File: src/hw/rtl/itp_pkg.sv
// Shared types, codes and helpers for the infix-to-postfix converter.
// No dependencies; imported by the converter unit and the sequencer.
`default_nettype none

package itp_pkg;

  // Operator stack geometry.
  localparam int STACK_DEPTH = 16;
  localparam int IDX_W       = $clog2(STACK_DEPTH);
  localparam int COUNT_W     = $clog2(STACK_DEPTH + 1);
  localparam int ENTRY_W     = 3;

  // Token kinds as they arrive on the input channel.
  typedef enum logic [2:0] {
    TK_NUMBER   = 3'd0,
    TK_OPERATOR = 3'd1,
    TK_LPAREN   = 3'd2,
    TK_RPAREN   = 3'd3,
    TK_END      = 3'd4
  } tok_kind_t;

  // Operator codes; the open parenthesis mark shares the stack encoding.
  typedef enum logic [2:0] {
    OP_ADD   = 3'd0,
    OP_SUB   = 3'd1,
    OP_MUL   = 3'd2,
    OP_DIV   = 3'd3,
    OP_POW   = 3'd4,
    OP_PAREN = 3'd5
  } op_code_t;

  // Error codes carried on a result.
  typedef enum logic [1:0] {
    ERR_NONE     = 2'd0,
    ERR_CLOSE    = 2'd1,
    ERR_OVERFLOW = 2'd2,
    ERR_OPEN     = 2'd3
  } err_code_t;

  // One postfix result without its end-of-run mark.
  typedef struct packed {
    logic        is_op;
    logic [2:0]  op;
    logic [31:0] value;
    logic        neg;
    logic [1:0]  err;
  } result_t;

  // Stack memory access request from the sequencer.
  typedef struct packed {
    logic               we;
    logic [IDX_W-1:0]   waddr;
    logic [ENTRY_W-1:0] wdata;
    logic               re;
    logic [IDX_W-1:0]   raddr;
  } ram_req_t;

  // Precedence of a stack entry; the parenthesis mark ranks lowest.
  function automatic logic [1:0] prio(input logic [ENTRY_W-1:0] e);
    logic [1:0] p;
    case (e) inside
      OP_ADD, OP_SUB: p = 2'd1;
      OP_MUL, OP_DIV: p = 2'd2;
      OP_POW:         p = 2'd3;
      default:        p = 2'd0;
    endcase
    return p;
  endfunction

endpackage

`default_nettype wire

File: src/hw/rtl/itp_token_if.sv
// Input channel of the converter: one scanned token per request.
// Standalone interface with valid/ready handshake; no dependencies.
`default_nettype none

interface itp_token_if;
  logic        valid;
  logic        ready;
  logic [2:0]  token_kind;
  logic [2:0]  op_code;
  logic [31:0] number_value;

  modport source (output valid, output token_kind, output op_code,
                  output number_value, input ready);
  modport sink   (input valid, input token_kind, input op_code,
                  input number_value, output ready);
endinterface

`default_nettype wire

File: src/hw/rtl/itp_result_if.sv
// Output channel of the converter: one postfix result per request.
// Standalone interface with valid/ready handshake; no dependencies.
`default_nettype none

interface itp_result_if;
  logic        valid;
  logic        ready;
  logic        out_is_operator;
  logic [2:0]  out_op;
  logic [31:0] out_value;
  logic        out_negative;
  logic [1:0]  error_code;
  logic        last_of_run;

  modport source (output valid, output out_is_operator, output out_op,
                  output out_value, output out_negative, output error_code,
                  output last_of_run, input ready);
  modport sink   (input valid, input out_is_operator, input out_op,
                  input out_value, input out_negative, input error_code,
                  input last_of_run, output ready);
endinterface

`default_nettype wire

File: src/hw/rtl/infix_to_postfix_converter_unit.sv
// Infix-to-postfix converter: operator stack in a synchronous RAM, driven by
// a shunting-yard sequencer. Depends on itp_pkg, both channel interfaces,
// itp_stack_ram and itp_seq.
// A number passes through the staging register and then the output register;
// other requests read the stack through the registered RAM read and pop
// entries while the output can take them, and an error result is staged
// after them. One request is in work at a time, and output stalls hold the
// sequencer. Synchronous reset empties the stack and clears the parser state;
// the RAM is not cleared, since only entries below the count are read.
`default_nettype none

module infix_to_postfix_converter_unit
  import itp_pkg::*;
(
  input  wire logic    clk,
  input  wire logic    rst,
  itp_token_if.sink    token_in,
  itp_result_if.source result_out
);

  ram_req_t           ram_req;
  logic [ENTRY_W-1:0] rd_data;

  // Operator stack storage.
  itp_stack_ram #(
    .DEPTH (STACK_DEPTH),
    .WIDTH (ENTRY_W)
  ) u_stack_ram (
    .clk   (clk),
    .we    (ram_req.we),
    .waddr (ram_req.waddr),
    .wdata (ram_req.wdata),
    .re    (ram_req.re),
    .raddr (ram_req.raddr),
    .rdata (rd_data)
  );

  // Parser sequencer and output register.
  itp_seq u_seq (
    .clk        (clk),
    .rst        (rst),
    .token_in   (token_in),
    .result_out (result_out),
    .ram_req    (ram_req),
    .rd_data    (rd_data)
  );

endmodule

`default_nettype wire

File: src/hw/rtl/itp_stack_ram.sv
// Generic single-write, single-read synchronous RAM with registered read data.
// Holds the operator stack; no package dependencies.
`default_nettype none

module itp_stack_ram #(
  parameter int DEPTH = 16,
  parameter int WIDTH = 3
) (
  input  wire logic                     clk,
  input  wire logic                     we,
  input  wire logic [$clog2(DEPTH)-1:0] waddr,
  input  wire logic [WIDTH-1:0]         wdata,
  input  wire logic                     re,
  input  wire logic [$clog2(DEPTH)-1:0] raddr,
  output logic      [WIDTH-1:0]         rdata
);

  logic [WIDTH-1:0] mem [DEPTH];

  // Write port.
  always_ff @(posedge clk) begin
    if (we) begin
      mem[waddr] <= wdata;
    end
  end

  // Read port; the data holds while no read is issued.
  always_ff @(posedge clk) begin
    if (re) begin
      rdata <= mem[raddr];
    end
  end

endmodule

`default_nettype wire

File: src/hw/rtl/itp_seq.sv
// Shunting-yard sequencer: token decode, stack pop loop, result staging and
// output register. Depends on itp_pkg and the two channel interfaces.
`default_nettype none

module itp_seq
  import itp_pkg::*;
(
  input  wire logic                clk,
  input  wire logic                rst,
  itp_token_if.sink                token_in,
  itp_result_if.source             result_out,
  output ram_req_t                 ram_req,
  input  wire logic [ENTRY_W-1:0]  rd_data
);

  typedef enum logic [1:0] {
    S_IDLE,
    S_CHECK,
    S_PUSH,
    S_FLUSH
  } state_t;

  typedef enum logic [1:0] {
    CLS_START,
    CLS_OPEN,
    CLS_OPERAND,
    CLS_OPERATOR
  } cls_t;

  state_t             state, state_next;
  cls_t               prev, prev_next;
  logic [2:0]         kind_q, kind_q_next;
  logic [2:0]         op_q, op_q_next;
  logic [COUNT_W-1:0] count, count_next;
  logic [COUNT_W-1:0] rd_ptr;
  logic               neg_pend, neg_pend_next;
  logic               found, found_next;
  logic [1:0]         err_pend, err_pend_next;
  result_t            hold, hold_next;
  logic               hold_valid, hold_valid_next;
  result_t            out_res, out_res_next;
  logic               out_last, out_last_next;
  logic               out_valid, out_valid_next;
  logic               out_free;
  logic               emit;
  result_t            emit_res;
  logic               can_emit;

  assign out_free = !out_valid || result_out.ready;
  assign can_emit = !hold_valid || out_free;

  // Input and output handshake.
  assign token_in.ready             = (state == S_IDLE);
  assign result_out.valid           = out_valid;
  assign result_out.out_is_operator = out_res.is_op;
  assign result_out.out_op          = out_res.op;
  assign result_out.out_value       = out_res.value;
  assign result_out.out_negative    = out_res.neg;
  assign result_out.error_code      = out_res.err;
  assign result_out.last_of_run     = out_last;

  // Next-state logic of the sequencer.
  always_comb begin
    state_next      = state;
    prev_next       = prev;
    kind_q_next     = kind_q;
    op_q_next       = op_q;
    count_next      = count;
    neg_pend_next   = neg_pend;
    found_next      = found;
    err_pend_next   = err_pend;
    hold_next       = hold;
    hold_valid_next = hold_valid;
    out_res_next    = out_res;
    out_last_next   = out_last;
    out_valid_next  = out_valid && !result_out.ready;
    emit            = 1'b0;
    emit_res        = '0;
    ram_req         = '0;

    unique case (state)
      S_IDLE: begin
        if (token_in.valid) begin
          kind_q_next = token_in.token_kind;
          op_q_next   = token_in.op_code;
          found_next  = 1'b0;
          case (token_in.token_kind)
            TK_NUMBER: begin
              hold_next.is_op = 1'b0;
              hold_next.op    = '0;
              hold_next.value = token_in.number_value;
              hold_next.neg   = neg_pend;
              hold_next.err   = ERR_NONE;
              hold_valid_next = 1'b1;
              neg_pend_next   = 1'b0;
              prev_next       = CLS_OPERAND;
              state_next      = S_FLUSH;
            end
            TK_OPERATOR: begin
              if (token_in.op_code <= OP_POW) begin
                prev_next = CLS_OPERATOR;
                if (token_in.op_code == OP_SUB &&
                    (prev == CLS_START || prev == CLS_OPEN)) begin
                  // Unary minus: remembered for the next number.
                  neg_pend_next = 1'b1;
                end else if (count != '0) begin
                  ram_req.re = 1'b1;
                  state_next = S_CHECK;
                end else begin
                  state_next = S_PUSH;
                end
              end
            end
            TK_LPAREN: begin
              prev_next  = CLS_OPEN;
              state_next = S_PUSH;
            end
            TK_RPAREN: begin
              prev_next = CLS_OPERAND;
              if (count != '0) begin
                ram_req.re = 1'b1;
                state_next = S_CHECK;
              end else begin
                err_pend_next = ERR_CLOSE;
                state_next    = S_FLUSH;
              end
            end
            TK_END: begin
              neg_pend_next = 1'b0;
              prev_next     = CLS_START;
              if (count != '0) begin
                ram_req.re = 1'b1;
                state_next = S_CHECK;
              end else begin
                state_next = S_FLUSH;
              end
            end
            default: begin
            end
          endcase
        end
      end

      // The top entry sits in rd_data; pop it or stop.
      S_CHECK: begin
        case (kind_q)
          TK_OPERATOR: begin
            if (prio(rd_data) >= prio(op_q)) begin
              if (can_emit) begin
                emit       = 1'b1;
                count_next = count - COUNT_W'(1);
                if (count_next != '0) begin
                  ram_req.re = 1'b1;
                end else begin
                  state_next = S_PUSH;
                end
              end
            end else begin
              state_next = S_PUSH;
            end
          end
          TK_RPAREN: begin
            if (rd_data == OP_PAREN) begin
              count_next = count - COUNT_W'(1);
              state_next = S_FLUSH;
            end else if (can_emit) begin
              emit       = 1'b1;
              count_next = count - COUNT_W'(1);
              if (count_next != '0) begin
                ram_req.re = 1'b1;
              end else begin
                err_pend_next = ERR_CLOSE;
                state_next    = S_FLUSH;
              end
            end
          end
          default: begin
            // End of expression: drain everything, dropping paren marks and flagging an open error.
            if (rd_data == OP_PAREN || can_emit) begin
              emit       = (rd_data != OP_PAREN);
              count_next = count - COUNT_W'(1);
              if (rd_data == OP_PAREN) begin
                found_next = 1'b1;
              end
              if (count_next != '0) begin
                ram_req.re = 1'b1;
              end else begin
                err_pend_next = (found || rd_data == OP_PAREN) ? ERR_OPEN : ERR_NONE;
                state_next    = S_FLUSH;
              end
            end
          end
        endcase
        emit_res.is_op = 1'b1;
        emit_res.op    = rd_data;
        emit_res.value = '0;
        emit_res.neg   = 1'b0;
        emit_res.err   = ERR_NONE;
      end

      // Push the operator or paren mark, or flag a full stack.
      S_PUSH: begin
        if (count < COUNT_W'(STACK_DEPTH)) begin
          ram_req.we    = 1'b1;
          ram_req.waddr = count[IDX_W-1:0];
          ram_req.wdata = (kind_q == TK_LPAREN) ? OP_PAREN : op_q;
          count_next    = count + COUNT_W'(1);
        end else begin
          err_pend_next = ERR_OVERFLOW;
        end
        state_next = S_FLUSH;
      end

      // Hand the staged result to the output register, then any error.
      S_FLUSH: begin
        if (hold_valid) begin
          if (out_free) begin
            out_res_next    = hold;
            out_last_next   = (err_pend == ERR_NONE);
            out_valid_next  = 1'b1;
            hold_valid_next = 1'b0;
          end
        end else if (err_pend != ERR_NONE) begin
          hold_next.is_op = 1'b0;
          hold_next.op    = '0;
          hold_next.value = '0;
          hold_next.neg   = 1'b0;
          hold_next.err   = err_pend;
          hold_valid_next = 1'b1;
          err_pend_next   = ERR_NONE;
        end else begin
          state_next = S_IDLE;
        end
      end

      default: begin
        state_next = S_IDLE;
      end
    endcase

    // A new pop result moves the staged one out, which is not the last.
    if (emit) begin
      if (hold_valid) begin
        out_res_next   = hold;
        out_last_next  = 1'b0;
        out_valid_next = 1'b1;
      end
      hold_next       = emit_res;
      hold_valid_next = 1'b1;
    end

    // The read always targets the entry below the updated count.
    rd_ptr        = count_next - COUNT_W'(1);
    ram_req.raddr = rd_ptr[IDX_W-1:0];
  end

  // State and registered outputs.
  always_ff @(posedge clk) begin
    if (rst) begin
      state      <= S_IDLE;
      prev       <= CLS_START;
      count      <= '0;
      neg_pend   <= 1'b0;
      found      <= 1'b0;
      err_pend   <= ERR_NONE;
      hold_valid <= 1'b0;
      out_valid  <= 1'b0;
    end else begin
      state      <= state_next;
      prev       <= prev_next;
      count      <= count_next;
      neg_pend   <= neg_pend_next;
      found      <= found_next;
      err_pend   <= err_pend_next;
      hold_valid <= hold_valid_next;
      out_valid  <= out_valid_next;
    end
    kind_q   <= kind_q_next;
    op_q     <= op_q_next;
    hold     <= hold_next;
    out_res  <= out_res_next;
    out_last <= out_last_next;
  end

endmodule

`default_nettype wire
File: src/flat_wrapper.sv
// flat-port wrapper written by rule: the top's interface ports become plain ports
module infix_to_postfix_converter_unit_flat import itp_pkg::*;
  (clk, rst, token_in_valid, token_in_token_kind, token_in_op_code, token_in_number_value, token_in_ready, result_out_valid, result_out_out_is_operator, result_out_out_op, result_out_out_value, result_out_out_negative, result_out_error_code, result_out_last_of_run, result_out_ready);
  itp_token_if token_in_i ();
  itp_result_if result_out_i ();
  input  wire logic clk;
  input  wire logic rst;
  input wire logic [$bits(token_in_i.valid)-1:0] token_in_valid;
  input wire logic [$bits(token_in_i.token_kind)-1:0] token_in_token_kind;
  input wire logic [$bits(token_in_i.op_code)-1:0] token_in_op_code;
  input wire logic [$bits(token_in_i.number_value)-1:0] token_in_number_value;
  output wire logic [$bits(token_in_i.ready)-1:0] token_in_ready;
  output wire logic [$bits(result_out_i.valid)-1:0] result_out_valid;
  output wire logic [$bits(result_out_i.out_is_operator)-1:0] result_out_out_is_operator;
  output wire logic [$bits(result_out_i.out_op)-1:0] result_out_out_op;
  output wire logic [$bits(result_out_i.out_value)-1:0] result_out_out_value;
  output wire logic [$bits(result_out_i.out_negative)-1:0] result_out_out_negative;
  output wire logic [$bits(result_out_i.error_code)-1:0] result_out_error_code;
  output wire logic [$bits(result_out_i.last_of_run)-1:0] result_out_last_of_run;
  input wire logic [$bits(result_out_i.ready)-1:0] result_out_ready;
  assign token_in_i.valid = token_in_valid;
  assign token_in_i.token_kind = token_in_token_kind;
  assign token_in_i.op_code = token_in_op_code;
  assign token_in_i.number_value = token_in_number_value;
  assign token_in_ready = token_in_i.ready;
  assign result_out_valid = result_out_i.valid;
  assign result_out_out_is_operator = result_out_i.out_is_operator;
  assign result_out_out_op = result_out_i.out_op;
  assign result_out_out_value = result_out_i.out_value;
  assign result_out_out_negative = result_out_i.out_negative;
  assign result_out_error_code = result_out_i.error_code;
  assign result_out_last_of_run = result_out_i.last_of_run;
  assign result_out_i.ready = result_out_ready;
  infix_to_postfix_converter_unit u_core (.clk(clk), .rst(rst), .token_in(token_in_i), .result_out(result_out_i));
endmodule
File: config.mk
export PLATFORM = sky130hd
export DESIGN_NAME = infix_to_postfix_converter_unit_flat
export DESIGN_NICKNAME = d
export VERILOG_FILES = /design/src/hw/rtl/itp_pkg.sv /design/src/hw/rtl/itp_token_if.sv /design/src/hw/rtl/itp_result_if.sv /design/src/hw/rtl/infix_to_postfix_converter_unit.sv /design/src/hw/rtl/itp_stack_ram.sv /design/src/hw/rtl/itp_seq.sv /design/src/flat_wrapper.sv
export SDC_FILE = /design/constraint.sdc
export NUM_CORES = 1
export LEC_CHECK = 0
export BUFFER_PORTS_ARGS = -buffer_cell sky130_fd_sc_hd__buf_2
export CORE_ASPECT_RATIO = 1.5
export CORE_UTILIZATION = 45
export DETAILED_ROUTE_END_ITERATION = 10
export SLEW_MARGIN = 40
export SYNTH_ARGS = -nofsm -noshare
export SYNTH_HDL_FRONTEND = slang
export SYNTH_SLANG_ARGS = --single-unit
File: constraint.sdc
create_clock -name clk -period 10.15 [get_ports clk]
set_clock_uncertainty 0.15 [all_clocks]
set_input_delay 0.5075 -clock clk [delete_from_list [all_inputs] [get_ports clk]]
set_output_delay 0.5075 -clock clk [all_outputs]
set_load 0.005 [all_outputs]
==> run summary, run 1 <==
result of the run: finished, final reports clean
Power Total: 2340 uW
most frequently used flop master after synthesis: sky130_fd_sc_hd__edfxtp_1
average wire per cell in the routed design: 18.4 um
Port Buffers: 83
Worst setup SP type: register
CTS tree: done
actual transition at the worst max-transition pin: 762 ps
maximum vdd ir drop: 0.000167 V
Post-Route Utilization: 0.547
drt first-iter violations: 216
biggest fanout along the worst timing path: 12
asr flop ratio synth: 0
placed instance count: 762
Slew Viols, Final: 0
final critical-path setup slack: 6260 ps
nets in the synthesized netlist: 557
Worst EP arrival: 3900 ps
Yosys reg bits: 150
cell count of the worst reg-to-reg path: 9
global route total overflow: 0
Initial Util: 0.465
area growth from synthesis to final layout: 17.6%
clock transition time at the flip-flop clock pins of the worst setup and hold paths: 60 ps
GPL Wtd Cong: 0.927
WL final: 14.6 mm
number of vias in the routed layout: 4324
Skew-Pair Late Insertion Delay: 420 ps
worst setup slack after placement: 6310 ps
global-route wire length before repair: 22.9 mm
# setup viols final: 0
switching power: 815 uW
per-instance average area after synthesis: 13.6 um^2
number of buffers added to fix hold violations after cts: 0
number of synthesized flops with an enable pin: 136
number of diodes added for antenna fixing: 0
maximum clock insertion buffer count: 2
antenna violations before repair: 0
gr usage total: 0.200
sequential-to-total area share from yosys stat: 0.640
DRC: 0
Setup Buffers After CTS: 0
CTS Buf Count: 17
Synthesis Warnings: 0
Gate Count Post-Synth: 501
endpoint with the worst hold slack: u_core.u_seq.op_q[0]
core area: 14700 um^2
io pins: 84
largest net degree at the start of global routing: 41
number of standard-cell rows in the floorplan: 54
detailed-placement wirelength estimate: 10.5 mm
Vias/cell: 5.45
NumNets Final: 641
total die area: 15700 um^2
endpoint type of the worst setup path: register
library cell used as clock root buffer: sky130_fd_sc_hd__clkbuf_16
part of the power in the clock network: 0.262
drt pass-1 iters: 6
critical path class: reg -> reg
Worst Hold Class: in -> reg
clock period minus worst slack: 3890 ps
Comb pwr share: 0.349
total standard cell area after synthesis: 6820 um^2
setup_tns: 0 ps
relative slew slack: 0.491
leakage power figure: 0.00292 uW
Non-Filler Instances: 794
total of cells resized after clock tree synthesis: 0
Period Utilization, post-route: 0.383
Max Clock Freq: 257 MHz
clock sinks: 150
startpoint of the worst-slack reg-to-reg timing path: u_core.u_seq.state[0]
Worst Hold Depth: 1
DIE WIDTH: 102 um
vias in the first global route: 4387
Hold Vio Cnt, Final: 0
setup slack on the worst flop-to-flop path: 6260 ps
fraction of final layout cells sized beyond drive strength 1: 0.231
switching share of power: 0.348
post-route ant nets: 0
Die Y-Extent: 153 um
pwr dens: 292 nW/um^2
Reg-to-Reg End: u_core.u_stack_ram.rdata[1]
data required time of the worst path: 10160 ps
CP startpoint: u_core.u_seq.state[0]
design internal power: 1530 uW
# Max-Cap Violations: 0
hold wc startpoint: token_in_op_code[0]
unrepaired setup endpoints after global routing: no
part of the total power dissipated in sequential elements: 0.389
level count of the clock H-tree: 4
Distinct cells, synth: 56
==> layout make-up <==
class,instances,area [um^2]
inverters,15,56.3
clock buffers,18,429
multi-input cells,312,2320
well taps,196,245
clock inverters,14,140
flip-flops and latches,150,4360
fillers,1245,6650
repair buffers,89,460
==> cell usage after synthesis (4+ instances only) <==
cell	instances	area (um^2)
sky130_fd_sc_hd__ha_1	14	175
sky130_fd_sc_hd__and2_1	38	238
sky130_fd_sc_hd__nand2b_1	4	25.0
sky130_fd_sc_hd__o211ai_1	9	67.6
sky130_fd_sc_hd__nor2_1	34	128
sky130_fd_sc_hd__nor2b_1	46	288
sky130_fd_sc_hd__clkbuf_1	21	78.8
sky130_fd_sc_hd__a21oi_1	17	85.1
sky130_fd_sc_hd__o31ai_1	4	30.0
sky130_fd_sc_hd__nand4_1	10	62.6
sky130_fd_sc_hd__o21ai_0	14	70.1
sky130_fd_sc_hd__edfxtp_1	136	4080
sky130_fd_sc_hd__nor3_1	16	80.1
sky130_fd_sc_hd__inv_1	15	56.3
sky130_fd_sc_hd__dfxtp_1	14	280
sky130_fd_sc_hd__nand2_1	18	67.6
sky130_fd_sc_hd__nor3b_1	4	30.0
sky130_fd_sc_hd__nand3_1	11	55.1
sky130_fd_sc_hd__mux2i_1	4	40.0
sky130_fd_sc_hd__mux4_1	12	315
==> stage by stage <==
step / hold slack, ps / area [um^2]
3_5_place_dp: 345 / 7440
3_3_place_gp: 334 / 7420
6_report: 146 / 8020
2_1_floorplan: 319 / 6820
5_1_grt: 136 / 8020
4_1_cts: 137 / 8010
==> worst max path at each step <==
stage                                        to  slack (ps)  cells past startpoint
CTS                 u_core.u_stack_ram.rdata[1]        6240                     11
global route        u_core.u_stack_ram.rdata[1]        6040                      9
finish              u_core.u_stack_ram.rdata[1]        6260                      9
global placement    u_core.u_stack_ram.rdata[2]        6210                     10
floorplan           u_core.u_stack_ram.rdata[0]        6710                     12
detailed placement  u_core.u_stack_ram.rdata[2]        6310                     11
==> worst max-delay path, stage by stage, from the launching register on <==
cell and delay (ps):
sky130_fd_sc_hd__dfxtp_1 490, sky130_fd_sc_hd__inv_1 140, sky130_fd_sc_hd__ha_1 530, sky130_fd_sc_hd__o21ai_0 200
sky130_fd_sc_hd__a2111oi_0 420, sky130_fd_sc_hd__a2bb2oi_1 620, sky130_fd_sc_hd__ha_1 460, sky130_fd_sc_hd__mux4_1 370
sky130_fd_sc_hd__o211ai_1 110, sky130_fd_sc_hd__nand4_1 120
==> layout by cell type (no fill, tap or decap), drive strengths merged, types with 9 or more instances in the layout <==
cell type and instances:
nor2 34, and2 38, buf 89, o21ai 14
o211ai 9, a21oi 17, nand3 11, mux4 12
nand2 18, ha 14, nand4 10, inv 23
nor2b 46, nor3 17, clkbuf 18, dfxtp 14
edfxtp 136
==> kinds of logic after synthesis <==
| family | share of synthesized area |
|---|---|
| and+or+nand+nor | 0.158 |
| DFF | 0.640 |
| xor gates and xnor gates | 0.00514 |
| adders and majority gates | 0.0257 |
| buffers and inverters | 0.0239 |
| AOI/OAI and AO/OA | 0.0929 |
| muxes | 0.0538 |
==> power groups by stage <==
stage	clock network, uW	registers, uW	logic [uW]
floorplan	0	899	631
global placement	0	921	792
detailed placement	0	925	811
CTS	625	912	818
global route	648	925	907
finish	613	912	818
==> metal layers <==
layer | GRT usage | wire length, um | vias to the layer above
met5 | 0 | 0 | -
met4 | 0.137 | 792 | 0
met3 | 0.0339 | 444 | 44
met2 | 0.351 | 7770 | 117
met1 | 0.212 | 5630 | 2096
li1 | - | - | 2067
(Power assumes the default switching activity.)
==> inputs of run 2 (changes only) <==
Settings changed: ABC_AREA from default to 1, PLACE_DENSITY from default to 0.67.
Clock period 10.15 ns to 3.2 ns, I/O delays scaled along.
==> run 2 against run 1 <==
Against the previous run:
- fmax grew 31%
- register-to-register slack lost 6000 ps
- non-clock buffer count grew 58
- cell count grew 40%
- power grew to 3.6 times the previous value
- clock power grew to 3.3 times the previous value
- sequential power grew to 3.2 times the previous value
- sequential cell count is the same
- critical path type unchanged
- highest routed layer unchanged
==> run summary, run 2 <==
result of the run: finished, final reports clean (unchanged)
setup slack on the worst flop-to-flop path: 240 ps (was 6260 ps)
NumNets Final: 949 (was 641)
level count of the clock H-tree: 4 (unchanged)
clock transition time at the flip-flop clock pins of the worst setup and hold paths: 60 ps (about the same)
setup_tns: 0 ps (unchanged)
detailed-placement wirelength estimate: 11.1 mm (was 10.5 mm)
Period Utilization, post-route: 0.927 (was 0.383)
Initial Util: 0.460 (was 0.465)
total standard cell area after synthesis: 7150 um^2 (was 6820 um^2)
post-route ant nets: 0 (unchanged)
Synth top area share: 0.571 (was 0.599)
most used standard cell by instance count after synthesis: sky130_fd_sc_hd__inv_1 (was sky130_fd_sc_hd__edfxtp_1)
Die Y-Extent: 156 um (was 153 um)
most common cell after layout, fill and taps aside: sky130_fd_sc_hd__inv_1 (was sky130_fd_sc_hd__edfxtp_1)
Slew Viols, Final: 0 (unchanged)
relative slew slack: 0.681 (was 0.491)
unrepaired setup endpoints after global routing: no (unchanged)
# Max-Cap Violations: 0 (unchanged)
Reg-to-Reg End: u_core.u_stack_ram.rdata[0] (was u_core.u_stack_ram.rdata[1])
average wire per cell in the routed design: 14.5 um (was 18.4 um)
CTS tree: done (unchanged)
biggest fanout along the worst timing path: 12 (unchanged)
DIE WIDTH: 105 um (was 102 um)
sequential-to-total area share from yosys stat: 0.610 (was 0.640)
slowest stage cell on the critical path: sky130_fd_sc_hd__edfxtp_1 (was sky130_fd_sc_hd__a2bb2oi_1)
number of synthesized flops with an enable pin: 136 (unchanged)
worst hold margin: 44.3 ps (was 146 ps)
Synthesis Warnings: 0 (unchanged)
core area: 15600 um^2 (was 14700 um^2)
total die area: 16400 um^2 (was 15700 um^2)
fraction of final layout cells sized beyond drive strength 1: 0.180 (was 0.231)
DRC: 0 (unchanged)
most frequent cells after synthesis: sky130_fd_sc_hd__inv_1, sky130_fd_sc_hd__edfxtp_1, sky130_fd_sc_hd__nor2_1, sky130_fd_sc_hd__nand2_1, sky130_fd_sc_hd__nand3_1 (was sky130_fd_sc_hd__edfxtp_1, sky130_fd_sc_hd__nor2b_1, sky130_fd_sc_hd__and2_1, sky130_fd_sc_hd__nor2_1, sky130_fd_sc_hd__clkbuf_1)
Worst setup SP type: register (unchanged)
area growth from synthesis to final layout: 24.8% (was 17.6%)
leakage power figure: 0.00402 uW (was 0.00292 uW)
global route total overflow: 0 (unchanged)
library cell used as clock root buffer: sky130_fd_sc_hd__clkbuf_16 (unchanged)
cell count of the worst reg-to-reg path: 18 (was 9)
Hold Vio Cnt, Final: 0 (unchanged)
Skew-Pair Late Insertion Delay: 420 ps (about the same)
Gate Count Post-Synth: 748 (was 501)
Port Buffers: 83 (unchanged)
drt first-iter violations: 246 (was 216)
number of standard-cell rows in the floorplan: 56 (was 54)
cell taking the most area after synthesis: sky130_fd_sc_hd__edfxtp_1 (unchanged)
pwr dens: 957 nW/um^2 (was 292 nW/um^2)
clock period minus worst slack: 2960 ps (was 3890 ps)
CTS Buf Count: 17 (unchanged)
cells taking the most area after synthesis: sky130_fd_sc_hd__edfxtp_1, sky130_fd_sc_hd__inv_1, sky130_fd_sc_hd__nor2_1 (was sky130_fd_sc_hd__edfxtp_1, sky130_fd_sc_hd__mux4_1, sky130_fd_sc_hd__nor2b_1)
WL final: 16.1 mm (was 14.6 mm)
GPL Wtd Cong: 0.924 (was 0.927)
Distinct cells, synth: 35 (was 56)
gr usage total: 0.206 (was 0.200)
actual transition at the worst max-transition pin: 478 ps (was 762 ps)
Yosys reg bits: 150 (unchanged)
commonest cells after routing, fill and taps aside: sky130_fd_sc_hd__inv_1, sky130_fd_sc_hd__edfxtp_1, sky130_fd_sc_hd__nor2_1 (was sky130_fd_sc_hd__edfxtp_1, sky130_fd_sc_hd__buf_2, sky130_fd_sc_hd__nor2b_1)
cell breakdown of the critical path: o21ai_0 > o21ai_1 > ha_1 > nand2_1 > nand3_2 > nand2_2 > nand2_2 > nand3_1 > nand3_2 > nand2_4 > nand2_4 > ha_1 > inv_1 > buf_6 > nand3_1 > nand3_1 > nand3_1 > nand2_1 (was inv_1 > ha_1 > o21ai_0 > a2111oi_0 > a2bb2oi_1 > ha_1 > mux4_1 > o211ai_1 > nand4_1)
io pins: 84 (unchanged)
Max Clock Freq: 337 MHz (was 257 MHz)
CP startpoint: u_core.u_seq.op_q[1] (was u_core.u_seq.state[0])
per-instance average area after synthesis: 9.56 um^2 (was 13.6 um^2)
cell family with most CP delay: simple AND/OR/NAND/NOR gates (was compound AO/OA/AOI/OAI gates)
clock sinks: 150 (unchanged)
number of diodes added for antenna fixing: 0 (unchanged)
# setup viols final: 0 (unchanged)
largest net degree at the start of global routing: 40 (was 41)
endpoint type of the worst setup path: register (unchanged)
critical path class: reg -> reg (unchanged)
drt pass-1 iters: 4 (was 6)
startpoint of the worst-slack reg-to-reg timing path: u_core.u_seq.op_q[1] (was u_core.u_seq.state[0])
hold wc startpoint: result_out_ready (was token_in_op_code[0])
global-route wire length before repair: 25.6 mm (was 22.9 mm)
critical path's largest stage delay: 430 ps (was 620 ps)
Worst EP arrival: 2990 ps (was 3900 ps)
antenna violations before repair: 0 (unchanged)
count of buffering cells on the critical path with inverters included: 2 (was 1)
Vias/cell: 4.84 (was 5.45)
vias in the first global route: 5357 (was 4387)
endpoint with the worst hold slack: u_core.u_seq.result_out.valid (was u_core.u_seq.op_q[0])
nets in the synthesized netlist: 804 (was 557)
most frequently used flop master after synthesis: sky130_fd_sc_hd__edfxtp_1 (unchanged)
asr flop ratio synth: 0 (unchanged)
Worst Hold Depth: 4 (was 1)
Post-Route Utilization: 0.574 (was 0.547)
number of vias in the routed layout: 5363 (was 4324)
data required time of the worst path: 3230 ps (was 10160 ps)
maximum vdd ir drop: 0.000604 V (was 0.000167 V)
cell with the most instances on the worst path: sky130_fd_sc_hd__nand3_1 (was sky130_fd_sc_hd__ha_1)
maximum clock insertion buffer count: 2 (unchanged)
Worst Hold Class: in -> reg (unchanged)
==> run 2: cell types whose count changed after synthesis, sizes merged, moves of 7 or more <==
cell,previous run,this run
nand2,18,96
nor2b,46,0
nor2,34,130
o21ai,14,27
clkbuf,21,11
nand3b,3,14
mux4,12,0
buf,3,10
nand3,11,82
nor3,17,5
inv,15,163
and2,38,0
==> run 2: repair_timing <==
action,in CTS,in global routing
hold endpoints to repair,49,0
setup buffers,0,0
hold buffers,39,0
endpoints found under the setup margin,0,58
gates resized for setup,0,6
==> run 2: metal layers <==
layer | vias to the layer above | global-route usage | wire (um)
met5 | - | 0 | 0
met4 | 0 | 0.121 | 577
met3 | 34 | 0.0262 | 459
met2 | 133 | 0.397 | 8820
met1 | 2477 | 0.210 | 6250
li1 | 2719 | - | -
==> run 2: worst min-delay path: stages <==
cell and delay (ps):
sky130_fd_sc_hd__buf_2 90, sky130_fd_sc_hd__inv_1 50, sky130_fd_sc_hd__nand2_1 140, sky130_fd_sc_hd__a31oi_1 110
==> run 2: cells by family (layout without fill, tap and decap cells) <==
| logic type | Yosys count | count (layout) | synth area share |
|---|---|---|---|
| flip-flops | 150 | 150 | 0.610 |
| buffers and inverters | 185 | 343 | 0.103 |
| AND/OR/NAND/NOR | 337 | 337 | 0.212 |
| AO/OA/AOI/OAI | 59 | 59 | 0.0469 |
| XOR/XNOR | 3 | 3 | 0.00368 |
| adder cells (fa/ha/maj) | 14 | 14 | 0.0245 |
==> run 2: worst max path at each step <==
stage / cells past startpoint / end / slack (ps)
global placement: 17 / u_core.u_stack_ram.rdata[2] / 20
CTS: 17 / u_core.u_stack_ram.rdata[2] / 10
detailed placement: 17 / u_core.u_stack_ram.rdata[2] / 30
finish: 18 / u_core.u_stack_ram.rdata[0] / 240
global route: 19 / u_core.u_stack_ram.rdata[2] / 20
floorplan: 20 / u_core.u_stack_ram.rdata[1] / 120
==> run 2: where the power goes <==
| group | total (uW) | leakage [uW] | switching, uW | internal, uW |
|---|---|---|---|---|
| clock | 2020 | 0.000287 | 855 | 1170 |
| sequential | 2960 | 0.00139 | 159 | 2800 |
| combinational | 3550 | 0.00234 | 2320 | 1230 |
| total | 8540 | 0.00402 | 3340 | 5200 |
==> run 2: stage by stage <==
stage	power (uW)	worst slack [ps]	std cells	area, um^2
final	8540	235	1109	8920
after global routing	9130	22.0	1109	8920
after CTS	8530	13.1	1109	8910
after detailed placement	6470	29.5	1038	7930
after global placement	6400	18.5	1038	7930
after floorplan	5400	120	748	7160
==> run 2: area by class of cell <==
| type | count | area (um^2) |
|---|---|---|
| tap | 203 | 254 |
| sequential | 150 | 4360 |
| inverter | 164 | 616 |
| multi-input combinational | 413 | 2080 |
| clock buffer | 17 | 425 |
| timing repair buffer | 147 | 1020 |
| fill | 1375 | 6630 |
| clock inverter | 15 | 166 |
==> inputs of run 3 (changes only) <==
Settings changed: CORE_UTILIZATION 45 to 53, PLACE_DENSITY 0.67 to 0.76, SLEW_MARGIN 40 to 20.
==> run 3 against run 2 <==
Against the previous run:
- register-to-register slack got worse by 20 ps
- critical path depth unchanged
- die area decreased by 15%
- core utilization up 11 points
- sequential cell count stayed put
- critical path type unchanged
- routed wire length up 0.40%
- worst setup slack got worse by 22 ps
- via count grew 1.8%
- final area increased by 0.43%
- sequential share of layout area shrank 0.21 points
- fmax shrank 0.75%
- clock power rose by 13%
==> run summary, run 3 (synthesized netlist as in run 2, its figures left out) <==
result of the run: finished, final reports clean (unchanged)
fraction of final layout cells sized beyond drive strength 1: 0.183 (was 0.180)
gr usage total: 0.247 (was 0.206)
core area: 13100 um^2 (was 15600 um^2)
cell family with most CP delay: simple AND/OR/NAND/NOR gates (unchanged)
detailed-placement wirelength estimate: 10.9 mm (was 11.1 mm)
setup_tns: 0 ps (unchanged)
level count of the clock H-tree: 4 (unchanged)
commonest cells after routing, fill and taps aside: sky130_fd_sc_hd__inv_1, sky130_fd_sc_hd__edfxtp_1, sky130_fd_sc_hd__nor2_1 (unchanged)
Layout fillers: 977 (was 1375)
global-route wire length before repair: 26.5 mm (was 25.6 mm)
library cell used as clock root buffer: sky130_fd_sc_hd__clkbuf_16 (unchanged)
critical path class: reg -> reg (unchanged)
# Max-Cap Violations: 0 (unchanged)
number of vias in the routed layout: 5457 (was 5363)
pwr dens: 987 nW/um^2 (was 957 nW/um^2)
endpoint of the worst setup timing path: u_core.u_stack_ram.rdata[2] (was u_core.u_stack_ram.rdata[0])
setup slack on the worst flop-to-flop path: 210 ps (was 240 ps)
worst setup slack after placement: 36.9 ps (was 29.5 ps)
Period Utilization, post-route: 0.934 (was 0.927)
maximum clock insertion buffer count: 2 (unchanged)
biggest fanout along the worst timing path: 6 (was 12)
NumNets Final: 949 (unchanged)
drt first-iter violations: 373 (was 246)
endpoint type of the worst setup path: register (unchanged)
data required time of the worst path: 3210 ps (was 3230 ps)
clock transition time at the flip-flop clock pins of the worst setup and hold paths: 60 ps (about the same)
leakage power figure: 0.00405 uW (was 0.00402 uW)
maximum vdd ir drop: 0.000638 V (was 0.000604 V)
io pins: 84 (unchanged)
placed instance count: 989 (was 1038)
Slew Viols, Final: 0 (unchanged)
Initial Util: 0.547 (was 0.460)
Non-Filler Instances: 1065 (was 1109)
count of buffering cells on the critical path with inverters included: 2 (unchanged)
cell count of the worst reg-to-reg path: 18 (unchanged)
DIE WIDTH: 96.8 um (was 105 um)
total die area: 14000 um^2 (was 16400 um^2)
Vias/cell: 5.12 (was 4.84)
CTS tree: done (unchanged)
critical path's largest stage delay: 450 ps (was 430 ps)
slowest stage cell on the critical path: sky130_fd_sc_hd__edfxtp_1 (unchanged)
area of placed instances: 7820 um^2 (was 7930 um^2)
Hold Vio Cnt, Final: 0 (unchanged)
Worst Hold Class: in -> reg (unchanged)
Die Y-Extent: 144 um (was 156 um)
drt pass-1 iters: 5 (was 4)
relative slew slack: 0.679 (was 0.681)
CTS Buf Count: 17 (unchanged)
cell depth of the worst setup path: 18 (unchanged)
Worst setup SP type: register (unchanged)
cell with the most instances on the worst path: sky130_fd_sc_hd__nand2_1 (was sky130_fd_sc_hd__nand3_1)
Worst EP arrival: 3000 ps (was 2990 ps)
number of standard-cell rows in the floorplan: 51 (was 56)
area growth from synthesis to final layout: 25.4% (was 24.8%)
global route total overflow: 0 (unchanged)
Max Clock Freq: 335 MHz (was 337 MHz)
startpoint of the worst-slack reg-to-reg timing path: u_core.u_seq.op_q[1] (unchanged)
clock period minus worst slack: 2990 ps (was 2960 ps)
clock sinks: 150 (unchanged)
most common cell after layout, fill and taps aside: sky130_fd_sc_hd__inv_1 (unchanged)
vias in the first global route: 5474 (was 5357)
unrepaired setup endpoints after global routing: no (unchanged)
# setup viols final: 0 (unchanged)
DRC: 0 (unchanged)
Port Buffers: 83 (unchanged)
CP startpoint: u_core.u_seq.op_q[1] (unchanged)
number of diodes added for antenna fixing: 0 (unchanged)
cell breakdown of the critical path: o21ai_2 > o21ai_2 > ha_1 > nand2_1 > nand3_2 > nand2_1 > nand2_2 > nand3_1 > nand2_1 > o21ai_0 > nand2_1 > inv_2 > ha_4 > clkinvlp_4 > nand3_1 > nand3_1 > nand3_1 > nand2_1 (was o21ai_0 > o21ai_1 > ha_1 > nand2_1 > nand3_2 > nand2_2 > nand2_2 > nand3_1 > nand3_2 > nand2_4 > nand2_4 > ha_1 > inv_1 > buf_6 > nand3_1 > nand3_1 > nand3_1 > nand2_1)
actual transition at the worst max-transition pin: 478 ps (about the same)
final critical-path setup slack: 213 ps (was 235 ps)
antenna violations before repair: 0 (unchanged)
Power Total: 8850 uW (was 8540 uW)
average wire per cell in the routed design: 15.2 um (was 14.5 um)
Reg-to-Reg End: u_core.u_stack_ram.rdata[2] (was u_core.u_stack_ram.rdata[0])
Design Area, Final: 8960 um^2 (was 8920 um^2)
GPL Wtd Cong: 0.939 (was 0.924)
post-route ant nets: 0 (unchanged)
largest net degree at the start of global routing: 34 (was 40)
Skew-Pair Late Insertion Delay: 420 ps (about the same)
WL final: 16.2 mm (was 16.1 mm)
[run 3: cell count changes in the layout (fill, tap and decap cells not counted), sizes merged]
cell	change
buf	-1
clkbuf	+2
clkinv	-1
bufinv	+4
inv	-4
[run 3: repair_timing]
item / CTS / global route
endpoints found under the hold margin: 50 / 0
gates resized for setup: 5 / 8
hold buffers: 39 / 0
buffers inserted: 0 / 4
setup endpoints to repair: 3 / 3
gates cloned: 1 / 0
pin swaps: 0 / 3
[run 3: metrics by stage]
stage                     hold WS, ps  utilization
after global routing             40.3        0.685
after detailed placement          222        0.598
after CTS                        7.39        0.681
after floorplan                  88.5            -
final                            21.9        0.685
after global placement            215        0.598
[run 3: final cells by class]
| class | count | area [um^2] | area share |
|---|---|---|---|
| multi-input cells | 413 | 2100 | 0.234 |
| flip-flops and latches | 150 | 4360 | 0.487 |
| clock inverters | 13 | 243 | 0.0271 |
| inverters | 164 | 619 | 0.0691 |
| clock buffers | 19 | 433 | 0.0483 |
| repair inverters | 1 | 7.51 | 0.000838 |
| well taps | 159 | 199 | 0.0222 |
| repair buffers | 146 | 998 | 0.111 |
[run 3: worst min-delay path by stage]
stage / from / endpoint / slack, ps / cells past startpoint
5_1_grt: result_out_ready / u_core.u_seq.result_out.valid / 40 / 4
2_1_floorplan: rst / u_core.u_seq.found / 90 / 1
3_3_place_gp: token_in_op_code[2] / u_core.u_seq.op_q[2] / 220 / 1
6_report: result_out_ready / u_core.u_seq.result_out.valid / 20 / 4
3_5_place_dp: token_in_op_code[0] / u_core.u_seq.op_q[0] / 220 / 1
4_1_cts: result_out_ready / u_core.u_seq.result_out.valid / 7 / 4
[run 3: power by group]
group | switching (uW) | total [uW] | internal, uW
Clock | 799 | 2280 | 1480
Combinational | 2330 | 3590 | 1260
Sequential | 178 | 2980 | 2800
[run 3: tightest hold or removal path, stage by stage]
cell and delay, ps:
sky130_fd_sc_hd__buf_2 70, sky130_fd_sc_hd__inv_1 50, sky130_fd_sc_hd__nand2_1 150, sky130_fd_sc_hd__a31oi_1 100
[run 3: metal layers]
metal / GRT usage / wire length (um) / vias to the layer above
met1: 0.268 / 6290 / 2511
met3: 0.0498 / 672 / 41
met4: 0.107 / 532 / 0
met2: 0.464 / 8680 / 186
li1: - / - / 2719
met5: 0 / 0 / -
